File: src/sv/sm3_pkg.sv
// Types, constants and helper functions for the SM3 hash engine.
package sm3_pkg;

  localparam logic [31:0] InitValue [8] = '{
    32'h7380166f, 32'h4914b2b9, 32'h172442d7, 32'hda8a0600,
    32'ha96f30bc, 32'h163138aa, 32'he38dee4d, 32'hb0fb0e4e
  };

  localparam logic [31:0] TLow      = 32'h79cc4519;
  localparam logic [31:0] THigh     = 32'h7a879d8a;
  localparam logic [7:0]  PadByte   = 8'h80;
  localparam logic [31:0] PadMarker = {PadByte, 24'h000000};

  localparam int unsigned ByteCntW = 61;

  // Source of the word shifted into the block window.
  typedef enum logic [2:0] {
    SEL_DATA   = 3'd0,
    SEL_MASKED = 3'd1,
    SEL_MARKER = 3'd2,
    SEL_ZERO   = 3'd3,
    SEL_LEN_HI = 3'd4,
    SEL_LEN_LO = 3'd5
  } push_sel_e;

  typedef struct packed {
    logic      push;
    push_sel_e sel;
    logic      add_bytes;
    logic [2:0] byte_cnt;
    logic      load_v;
    logic      round_en;
    logic [5:0] round_idx;
    logic      last_round;
    logic      restart;
    logic [2:0] out_idx;
  } dp_cmd_t;

  function automatic logic [31:0] rotl32(input logic [31:0] x, input logic [4:0] n);
    logic [63:0] dbl;
    dbl = {x, x} << n;
    return dbl[63:32];
  endfunction

  function automatic logic [31:0] perm0(input logic [31:0] x);
    return x ^ rotl32(x, 5'd9) ^ rotl32(x, 5'd17);
  endfunction

  function automatic logic [31:0] perm1(input logic [31:0] x);
    return x ^ rotl32(x, 5'd15) ^ rotl32(x, 5'd23);
  endfunction

  // Byte count of a final word; codes above four count as a full word.
  function automatic logic [2:0] clamp_bytes(input logic [2:0] n);
    return (n > 3'd4) ? 3'd4 : n;
  endfunction

endpackage

File: src/sv/sm3_if.sv
// Valid/ready channel interfaces for message words and digest words.
interface sm3_in_if;
  logic        valid;
  logic        ready;
  logic [31:0] data_word;
  logic [2:0]  valid_bytes;
  logic        final_word;

  modport source (output valid, data_word, valid_bytes, final_word, input ready);
  modport sink   (input valid, data_word, valid_bytes, final_word, output ready);
endinterface

interface sm3_out_if;
  logic        valid;
  logic        ready;
  logic [31:0] digest_word;
  logic [2:0]  word_index;
  logic        digest_last;

  modport source (output valid, digest_word, word_index, digest_last, input ready);
  modport sink   (input valid, digest_word, word_index, digest_last, output ready);
endinterface

File: src/sv/sm3_ctrl.sv
// Control state machine: word counting, padding sequence, rounds and digest output.
module sm3_ctrl (
  input  logic               clk_i,
  input  logic               rst_ni,
  input  logic               in_valid_i,
  input  logic               in_final_i,
  input  logic [2:0]         in_nbytes_i,
  output logic               in_ready_o,
  output logic               out_valid_o,
  input  logic               out_ready_i,
  output logic [2:0]         word_index_o,
  output logic               digest_last_o,
  output sm3_pkg::dp_cmd_t   cmd_o
);

  typedef enum logic [3:0] {
    ST_IDLE  = 4'b0001,
    ST_PAD   = 4'b0010,
    ST_ROUND = 4'b0100,
    ST_OUT   = 4'b1000
  } state_e;

  state_e     state_q, state_d;
  logic [3:0] cnt_q, cnt_d;
  logic [5:0] rnd_q, rnd_d;
  logic [2:0] idx_q, idx_d;
  logic       pad_q, pad_d;
  logic       marker_q, marker_d;
  logic       len_q, len_d;
  logic       done_q, done_d;
  logic [2:0] nb;
  logic       blk_full;

  assign nb            = sm3_pkg::clamp_bytes(in_nbytes_i);
  assign blk_full      = (cnt_q == 4'd15);
  assign in_ready_o    = (state_q == ST_IDLE);
  assign out_valid_o   = (state_q == ST_OUT);
  assign word_index_o  = idx_q;
  assign digest_last_o = (idx_q == 3'd7);

  always_comb begin
    state_d  = state_q;
    cnt_d    = cnt_q;
    rnd_d    = rnd_q;
    idx_d    = idx_q;
    pad_d    = pad_q;
    marker_d = marker_q;
    len_d    = len_q;
    done_d   = done_q;
    cmd_o           = '0;
    cmd_o.sel       = sm3_pkg::SEL_ZERO;
    cmd_o.round_idx = rnd_q;
    cmd_o.out_idx   = idx_q;

    unique case (state_q)
      ST_IDLE: begin
        if (in_valid_i) begin
          cmd_o.push      = 1'b1;
          cmd_o.add_bytes = 1'b1;
          cnt_d           = cnt_q + 4'd1;
          if (!in_final_i) begin
            cmd_o.sel      = sm3_pkg::SEL_DATA;
            cmd_o.byte_cnt = 3'd4;
          end else begin
            cmd_o.byte_cnt = nb;
            cmd_o.sel      = (nb == 3'd4) ? sm3_pkg::SEL_DATA : sm3_pkg::SEL_MASKED;
            marker_d       = (nb == 3'd4);
            pad_d          = 1'b1;
            len_d          = 1'b0;
            done_d         = 1'b0;
          end
          if (blk_full) begin
            cmd_o.load_v = 1'b1;
            state_d      = ST_ROUND;
          end else if (in_final_i) begin
            state_d = ST_PAD;
          end
        end
      end
      ST_PAD: begin
        cmd_o.push = 1'b1;
        cnt_d      = cnt_q + 4'd1;
        // The marker of a full final word goes first, then zeros up to the length pair.
        if (marker_q) begin
          cmd_o.sel = sm3_pkg::SEL_MARKER;
          marker_d  = 1'b0;
        end else if (!len_q && cnt_q != 4'd14) begin
          cmd_o.sel = sm3_pkg::SEL_ZERO;
        end else if (!len_q) begin
          cmd_o.sel = sm3_pkg::SEL_LEN_HI;
          len_d     = 1'b1;
        end else begin
          cmd_o.sel = sm3_pkg::SEL_LEN_LO;
          done_d    = 1'b1;
        end
        if (blk_full) begin
          cmd_o.load_v = 1'b1;
          state_d      = ST_ROUND;
        end
      end
      ST_ROUND: begin
        cmd_o.round_en = 1'b1;
        rnd_d          = rnd_q + 6'd1;
        if (rnd_q == 6'd63) begin
          cmd_o.last_round = 1'b1;
          if (!pad_q) begin
            state_d = ST_IDLE;
          end else if (done_q) begin
            state_d = ST_OUT;
          end else begin
            state_d = ST_PAD;
          end
        end
      end
      ST_OUT: begin
        if (out_ready_i) begin
          idx_d = idx_q + 3'd1;
          if (idx_q == 3'd7) begin
            cmd_o.restart = 1'b1;
            pad_d         = 1'b0;
            done_d        = 1'b0;
            len_d         = 1'b0;
            state_d       = ST_IDLE;
          end
        end
      end
      default: begin
        state_d = ST_IDLE;
      end
    endcase
  end

  always_ff @(posedge clk_i or negedge rst_ni) begin
    if (!rst_ni) begin
      state_q  <= ST_IDLE;
      cnt_q    <= '0;
      rnd_q    <= '0;
      idx_q    <= '0;
      pad_q    <= 1'b0;
      marker_q <= 1'b0;
      len_q    <= 1'b0;
      done_q   <= 1'b0;
    end else begin
      state_q  <= state_d;
      cnt_q    <= cnt_d;
      rnd_q    <= rnd_d;
      idx_q    <= idx_d;
      pad_q    <= pad_d;
      marker_q <= marker_d;
      len_q    <= len_d;
      done_q   <= done_d;
    end
  end

endmodule

File: src/sv/sm3_dp.sv
// Datapath: block window with on-the-fly expansion, round unit, chaining value, byte count.
module sm3_dp (
  input  logic             clk_i,
  input  logic             rst_ni,
  input  sm3_pkg::dp_cmd_t cmd_i,
  input  logic [31:0]      data_word_i,
  input  logic [2:0]       valid_bytes_i,
  output logic [31:0]      digest_word_o
);

  logic [31:0] win_q [16];
  logic [31:0] v_q   [8];
  logic [31:0] cv_q  [8];
  logic [31:0] v_next [8];
  logic [sm3_pkg::ByteCntW-1:0] bytes_q;

  logic [31:0] push_word;
  logic [31:0] exp_word;
  logic [31:0] shift_word;
  logic [31:0] masked_word;
  logic [31:0] a12, t_rot, ss1, ss2, ff, gg, tt1, tt2;
  logic        low_rounds;

  // Final word below four bytes: keep the valid bytes and place the marker after them.
  always_comb begin
    case (sm3_pkg::clamp_bytes(valid_bytes_i))
      3'd0:    masked_word = {sm3_pkg::PadByte, 24'h000000};
      3'd1:    masked_word = {data_word_i[31:24], sm3_pkg::PadByte, 16'h0000};
      3'd2:    masked_word = {data_word_i[31:16], sm3_pkg::PadByte, 8'h00};
      3'd3:    masked_word = {data_word_i[31:8], sm3_pkg::PadByte};
      default: masked_word = data_word_i;
    endcase
  end

  always_comb begin
    case (cmd_i.sel)
      sm3_pkg::SEL_DATA:   push_word = data_word_i;
      sm3_pkg::SEL_MASKED: push_word = masked_word;
      sm3_pkg::SEL_MARKER: push_word = sm3_pkg::PadMarker;
      sm3_pkg::SEL_LEN_HI: push_word = bytes_q[60:29];
      sm3_pkg::SEL_LEN_LO: push_word = {bytes_q[28:0], 3'b000};
      default:             push_word = '0;
    endcase
  end

  // The window holds W[j..j+15]; the expanded word W[j+16] enters at the top.
  assign exp_word = sm3_pkg::perm1(win_q[0] ^ win_q[7] ^ sm3_pkg::rotl32(win_q[13], 5'd15))
                  ^ sm3_pkg::rotl32(win_q[3], 5'd7) ^ win_q[10];
  assign shift_word = cmd_i.push ? push_word : exp_word;

  assign low_rounds = (cmd_i.round_idx[5:4] == 2'b00);
  assign a12   = sm3_pkg::rotl32(v_q[0], 5'd12);
  assign t_rot = sm3_pkg::rotl32(low_rounds ? sm3_pkg::TLow : sm3_pkg::THigh,
                                 cmd_i.round_idx[4:0]);
  assign ss1   = sm3_pkg::rotl32(a12 + v_q[4] + t_rot, 5'd7);
  assign ss2   = ss1 ^ a12;
  assign ff    = low_rounds ? (v_q[0] ^ v_q[1] ^ v_q[2])
                            : ((v_q[0] & v_q[1]) | (v_q[1] & v_q[2]) | (v_q[2] & v_q[0]));
  assign gg    = low_rounds ? (v_q[4] ^ v_q[5] ^ v_q[6])
                            : ((v_q[4] & v_q[5]) | (~v_q[4] & v_q[6]));
  assign tt1   = ff + v_q[3] + ss2 + (win_q[0] ^ win_q[4]);
  assign tt2   = gg + v_q[7] + ss1 + win_q[0];

  always_comb begin
    v_next[0] = tt1;
    v_next[1] = v_q[0];
    v_next[2] = sm3_pkg::rotl32(v_q[1], 5'd9);
    v_next[3] = v_q[2];
    v_next[4] = sm3_pkg::perm0(tt2);
    v_next[5] = v_q[4];
    v_next[6] = sm3_pkg::rotl32(v_q[5], 5'd19);
    v_next[7] = v_q[6];
  end

  assign digest_word_o = cv_q[cmd_i.out_idx];

  always_ff @(posedge clk_i) begin
    if (cmd_i.push || cmd_i.round_en) begin
      for (int i = 0; i < 15; i++) begin
        win_q[i] <= win_q[i+1];
      end
      win_q[15] <= shift_word;
    end
  end

  always_ff @(posedge clk_i or negedge rst_ni) begin
    if (!rst_ni) begin
      for (int i = 0; i < 8; i++) begin
        v_q[i]  <= '0;
        cv_q[i] <= sm3_pkg::InitValue[i];
      end
      bytes_q <= '0;
    end else begin
      if (cmd_i.load_v) begin
        for (int i = 0; i < 8; i++) begin
          v_q[i] <= cv_q[i];
        end
      end else if (cmd_i.round_en) begin
        for (int i = 0; i < 8; i++) begin
          v_q[i] <= v_next[i];
        end
      end
      if (cmd_i.round_en && cmd_i.last_round) begin
        for (int i = 0; i < 8; i++) begin
          cv_q[i] <= cv_q[i] ^ v_next[i];
        end
      end else if (cmd_i.restart) begin
        for (int i = 0; i < 8; i++) begin
          cv_q[i] <= sm3_pkg::InitValue[i];
        end
      end
      if (cmd_i.restart) begin
        bytes_q <= '0;
      end else if (cmd_i.add_bytes) begin
        bytes_q <= bytes_q + sm3_pkg::ByteCntW'(cmd_i.byte_cnt);
      end
    end
  end

endmodule

File: src/sv/sm3_hash_engine.sv
// Top level of the SM3 hash engine: message word channel in, digest word channel out.
// Usage: message words enter on in_i, big-endian, one transfer per word. Every word
// but the last carries four bytes; the last has final_word set and valid_bytes 0..4.
// In_i is ready only while the engine waits for a word. The word that finishes a
// 16-word block starts a compression, one round per cycle in the single round unit,
// during which in_i is held off. After the final word the engine appends the padding
// words itself, one per cycle, pausing for the rounds of each block they complete;
// the trailer fills one or two blocks. Then the eight digest words leave on out_o,
// word_index 0 to 7, digest_last on the eighth, one per cycle while out_o.ready is
// high. A stalled receiver holds the current word steady; no new message word is
// taken until all eight are transferred. After the eighth transfer the chaining
// value and byte count return to their initial values and the engine takes the
// next message.
// Reset (rst_ni low, asynchronous) aborts any message in progress and leaves the
// engine ready for the first word of a new message.
module sm3_hash_engine (
  input  logic            clk_i,
  input  logic            rst_ni,
  sm3_in_if.sink          in_i,
  sm3_out_if.source       out_o
);

  sm3_pkg::dp_cmd_t cmd;
  logic             ready;
  logic             out_valid;
  logic [2:0]       word_index;
  logic             digest_last;
  logic [31:0]      digest_word;

  sm3_ctrl u_ctrl (
    .clk_i         (clk_i),
    .rst_ni        (rst_ni),
    .in_valid_i    (in_i.valid),
    .in_final_i    (in_i.final_word),
    .in_nbytes_i   (in_i.valid_bytes),
    .in_ready_o    (ready),
    .out_valid_o   (out_valid),
    .out_ready_i   (out_o.ready),
    .word_index_o  (word_index),
    .digest_last_o (digest_last),
    .cmd_o         (cmd)
  );

  sm3_dp u_dp (
    .clk_i         (clk_i),
    .rst_ni        (rst_ni),
    .cmd_i         (cmd),
    .data_word_i   (in_i.data_word),
    .valid_bytes_i (in_i.valid_bytes),
    .digest_word_o (digest_word)
  );

  assign in_i.ready        = ready;
  assign out_o.valid       = out_valid;
  assign out_o.digest_word = digest_word;
  assign out_o.word_index  = word_index;
  assign out_o.digest_last = digest_last;

endmodule

File: src/flat_wrapper.sv
// flat-port wrapper written by rule: the top's interface ports become plain ports
module sm3_hash_engine_flat 
  (clk_i, rst_ni, in_i_valid, in_i_data_word, in_i_valid_bytes, in_i_final_word, in_i_ready, out_o_valid, out_o_digest_word, out_o_word_index, out_o_digest_last, out_o_ready);
  sm3_in_if in_i_i ();
  sm3_out_if out_o_i ();
  input  logic clk_i;
  input  logic rst_ni;
  input wire logic [$bits(in_i_i.valid)-1:0] in_i_valid;
  input wire logic [$bits(in_i_i.data_word)-1:0] in_i_data_word;
  input wire logic [$bits(in_i_i.valid_bytes)-1:0] in_i_valid_bytes;
  input wire logic [$bits(in_i_i.final_word)-1:0] in_i_final_word;
  output wire logic [$bits(in_i_i.ready)-1:0] in_i_ready;
  output wire logic [$bits(out_o_i.valid)-1:0] out_o_valid;
  output wire logic [$bits(out_o_i.digest_word)-1:0] out_o_digest_word;
  output wire logic [$bits(out_o_i.word_index)-1:0] out_o_word_index;
  output wire logic [$bits(out_o_i.digest_last)-1:0] out_o_digest_last;
  input wire logic [$bits(out_o_i.ready)-1:0] out_o_ready;
  assign in_i_i.valid = in_i_valid;
  assign in_i_i.data_word = in_i_data_word;
  assign in_i_i.valid_bytes = in_i_valid_bytes;
  assign in_i_i.final_word = in_i_final_word;
  assign in_i_ready = in_i_i.ready;
  assign out_o_valid = out_o_i.valid;
  assign out_o_digest_word = out_o_i.digest_word;
  assign out_o_word_index = out_o_i.word_index;
  assign out_o_digest_last = out_o_i.digest_last;
  assign out_o_i.ready = out_o_ready;
  sm3_hash_engine u_core (.clk_i(clk_i), .rst_ni(rst_ni), .in_i(in_i_i), .out_o(out_o_i));
endmodule
File: config.mk
export PLATFORM = sky130hd
export DESIGN_NAME = sm3_hash_engine_flat
export DESIGN_NICKNAME = d
export VERILOG_FILES = /design/src/sv/sm3_pkg.sv /design/src/sv/sm3_if.sv /design/src/sv/sm3_ctrl.sv /design/src/sv/sm3_dp.sv /design/src/sv/sm3_hash_engine.sv /design/src/flat_wrapper.sv
export SDC_FILE = /design/constraint.sdc
export NUM_CORES = 2
export LEC_CHECK = 0
export BUFFER_PORTS_ARGS = -buffer_cell sky130_fd_sc_hd__buf_2
export CAP_MARGIN = 20
export CORE_MARGIN = 5
export CORE_UTILIZATION = 45
export CTS_CLUSTER_DIAMETER = 30
export DETAILED_ROUTE_END_ITERATION = 7
export PLACE_DENSITY = 0.66
export RECOVER_POWER = 100
export SYNTH_ARGS = -nofsm -noshare
export SYNTH_HDL_FRONTEND = slang
export SYNTH_HIERARCHICAL = 1
export SYNTH_SLANG_ARGS = --single-unit
File: constraint.sdc
create_clock -name clk_i -period 10.35 [get_ports clk_i]
set_clock_uncertainty 0.1 [all_clocks]
set_input_delay 2.07 -clock clk_i [delete_from_list [all_inputs] [get_ports clk_i]]
set_output_delay 2.07 -clock clk_i [all_outputs]
set_load 0.005 [all_outputs]
==> flow_metrics.py <==
metrics = {
    "critical_path": {
        "ff2ff_setup_slack_ns": 0.58,
        "ff2ff_path_depth": 33,
        "critPathRequiredTime_ns": 10.98,
        "r2r_end": "u_core/u_dp/v_next[88]",
        "crit_fanout": 37,
        "crit_start": "u_core/u_ctrl/rnd_q[5]",
        "cp_slowest_stage_delay_ns": 0.56,
        "cp.arrival_ns": 10.39,
        "worst_path_max_delay_cell": "o41ai_1",
        "critPathTopFamily": "compound AO/OA/AOI/OAI gates",
        "critical_path_buf_inv_count": 3,
        "cp.depth": 33,
        "endpoint": "u_core/u_dp/v_next[88]",
        "end_kind": "register",
        "critPathLaunchType": "register",
        "worstReg2RegStart": "u_core/u_ctrl/rnd_q[5]",
        "setup.worst_path.class": "register to register",
    },
    "route": {
        "routed_wl_um": 197000,
        "final_antenna_net_count": 0,
        "wl_per_cell_um": 25.9,
        "drc": 0,
        "vias": 44600,
        "drtIter0Drc": 5190,
        "vias_per_cell": 5.86,
        "first_pass_iters": 8,
    },
    "cells_and_area": {
        "instances_no_fill": 7612,
        "areaGrowthSynthToFinish_pct": 16.5,
        "final_common_cell": "o21ai_0",
        "final_cell_mix": "825 x o21ai_0, 736 x nand2_1, 512 x edfxtp_1, 471 x dfrtp_1, 330 x xnor2_1",
        "drive_gt1_frac": 0.137,
        "fin_nets": 5962,
    },
    "floorplan": {
        "start_util": 0.453,
        "placementRows": 134,
        "die_h_um": 377,
        "dieArea_um2": 142000,
        "fp.dieW_um": 377,
        "coreArea_um2": 133000,
        "boundaryPins": 78,
    },
    "outcome": {
        "violations": "max-capacitance violations, max-slew violations",
        "status": "complete, but fails checks",
    },
    "clock_network": {
        "h-tree-depth": 4,
        "clkSinkCount": 1106,
        "ctsLongestPathBuffers": 3,
        "numCtsBuffers": 226,
        "clk_pin_slew_ns": 0.05,
        "root_buffer": "clkbuf_16",
        "cts_tree": "built",
        "clock_latency_ns": 0.84,
    },
    "place": {
        "portBuffers": 77,
        "finalWeightedCongestion": 1.02,
        "place_inst": 7167,
        "hpwl_um": 141000,
    },
    "timing": {
        "setup_tns_ns": 0,
        "tightest_slew_ns": 4.90,
        "final_max_slew_viol_count": 1465,
        "max_freq_mhz": 102,
        "rsz0062_at_grt": "no",
        "relSlewSlack": -2.27,
        "period_needed_ns": 9.77,
        "setup_violations": 0,
        "fin_hold_ws_ns": 0.306,
        "finalCritPeriodShare": 0.944,
        "hold_viol": 0,
    },
    "grt": {
        "grt_pass1_wl_um": 290000,
        "grt_busiest_layer": "met2",
        "met3_usage": 0.0520,
        "grtUsageMet2": 0.416,
        "antenna_found_initial": 6,
        "use_met1": 0.370,
        "grt_pass1_vias": 43100,
        "grt_max_degree": 190,
        "overflow": 0,
        "grtUsageTotal": 0.274,
    },
    "yosys": {
        "seq_area_frac_synth": 0.502,
        "synth-async-reset-ratio": 0.537,
        "synth_edf_count": 512,
        "synth-seq-cells": 1106,
        "syn-num-nets": 5882,
        "ys.flop_type": "edfxtp_1",
        "syn_inst": 5549,
        "ys_types": 103,
        "syn_area_um2": 60500,
        "synth_warnings": 6,
        "syn_avg_cell_area_um2": 10.9,
    },
    "worst_hold_path": {
        "hold_path_class": "register to register",
    },
    "job": {
        "max_cap_viol_count": 23,
    },
}
==> synthesized netlist by cell type, types with 23 or more instances <==
cell | n | area (um2)
a211oi_1 | 29 | 218
a21o_1 | 51 | 383
a21oi_1 | 196 | 981
a31oi_1 | 33 | 206
and3_1 | 32 | 200
buf_1 | 30 | 113
clkbuf_1 | 257 | 965
dfrtp_1 | 474 | 11900
dfstp_2 | 120 | 3150
edfxtp_1 | 512 | 15400
fa_1 | 189 | 3780
ha_1 | 104 | 1300
inv_1 | 254 | 953
mux2_2 | 60 | 676
mux2i_1 | 266 | 2660
mux4_2 | 66 | 1490
nand2_1 | 736 | 2760
nand3_1 | 62 | 310
nand4_1 | 23 | 144
nor2_1 | 315 | 1180
nor2b_1 | 30 | 188
nor3_1 | 59 | 295
o21ai_0 | 823 | 4120
o22ai_1 | 34 | 213
xnor2_1 | 330 | 2890
xor2_1 | 127 | 1110
==> through the flow <==
stage / cell area [um2] / utilization / worst slack, ns
floorplan: 60500 / - / 0.711
detailed placement: 62600 / 0.469 / 0.387
global placement: 62600 / 0.469 / 0.494
global route: 70500 / 0.528 / 0.0539
finish: 70500 / 0.528 / 0.584
CTS: 70700 / 0.529 / 0.272
==> layer usage <==
layer  share of wire  routed length (um)
met2            0.45               88900
met5        0.000066                  13
met1            0.41               80500
met3           0.077               15200
met4           0.063               12500
==> worst min-delay path by stage <==
stage | start | to | slack (ns) | cells past startpoint
2_1_floorplan | u_core/u_dp/win_q[0][32] | u_core/u_dp/win_q[0][0] | 0.30 | 0
3_3_place_gp | u_core/u_dp/win_q[0][189] | u_core/u_dp/win_q[0][157] | 0.30 | 0
3_5_place_dp | u_core/u_dp/win_q[0][160] | u_core/u_dp/win_q[0][128] | 0.30 | 0
4_1_cts | u_core/u_dp/win_q[1][137] | u_core/u_dp/win_q[1][105] | 0.30 | 0
5_1_grt | u_core/u_dp/win_q[0][165] | u_core/u_dp/win_q[0][133] | 0.31 | 0
6_report | u_core/u_dp/win_q[1][137] | u_core/u_dp/win_q[1][105] | 0.31 | 0
==> sequential cells by signal, summed over array words and instances (netlist names) <==
register / cells
u_core/u_dp/win_q: 512
u_core/u_dp/cv_q: 256
u_core/u_dp/v_next: 160
u_core/u_dp/v_q: 64
u_core/u_dp/bytes_q: 61
u_core/u_dp/a12: 32
u_core/u_ctrl/rnd_q: 6
u_core/u_ctrl/cnt_q: 4
u_core/u_ctrl/state_q: 4
u_core/u_ctrl/word_index_o: 3
u_core/u_ctrl/done_q: 1
u_core/u_ctrl/len_q: 1
u_core/u_ctrl/marker_q: 1
u_core/u_ctrl/pad_q: 1
==> cell families (layout without fill, tap and decap cells) <==
family	after synthesis	count (layout)	synth area share
AO/OA/AOI/OAI	1369	1369	0.132
AND/OR/NAND/NOR	1362	1362	0.0974
flip-flops	1106	1106	0.502
buffers and inverters	561	844	0.0354
XOR/XNOR	466	466	0.0693
multiplexers	392	392	0.0798
adder cells (fa/ha/maj)	293	293	0.0841
other	0	12	0
==> area by class of cell <==
cell class	count	area [um2]
Fill cell	11400	63000
Sequential cell	1106	30400
Multi-Input combinational cell	3882	27900
Clock buffer	263	5980
Tap cell	1768	2210
Clock inverter	168	2030
Inverter	259	978
Timing Repair Buffer	154	917
Antenna cell	12	30.0
==> timing repair <==
item                                    CTS  global route
endpoints found under the setup margin    0             6
hold buffers                              0             0
resized for setup                         0             4
buffers inserted                          0             0
Power is left out: the tool's default activity adds up to more than one toggle a clock period on the data nets, which glitch-free logic cannot reach.
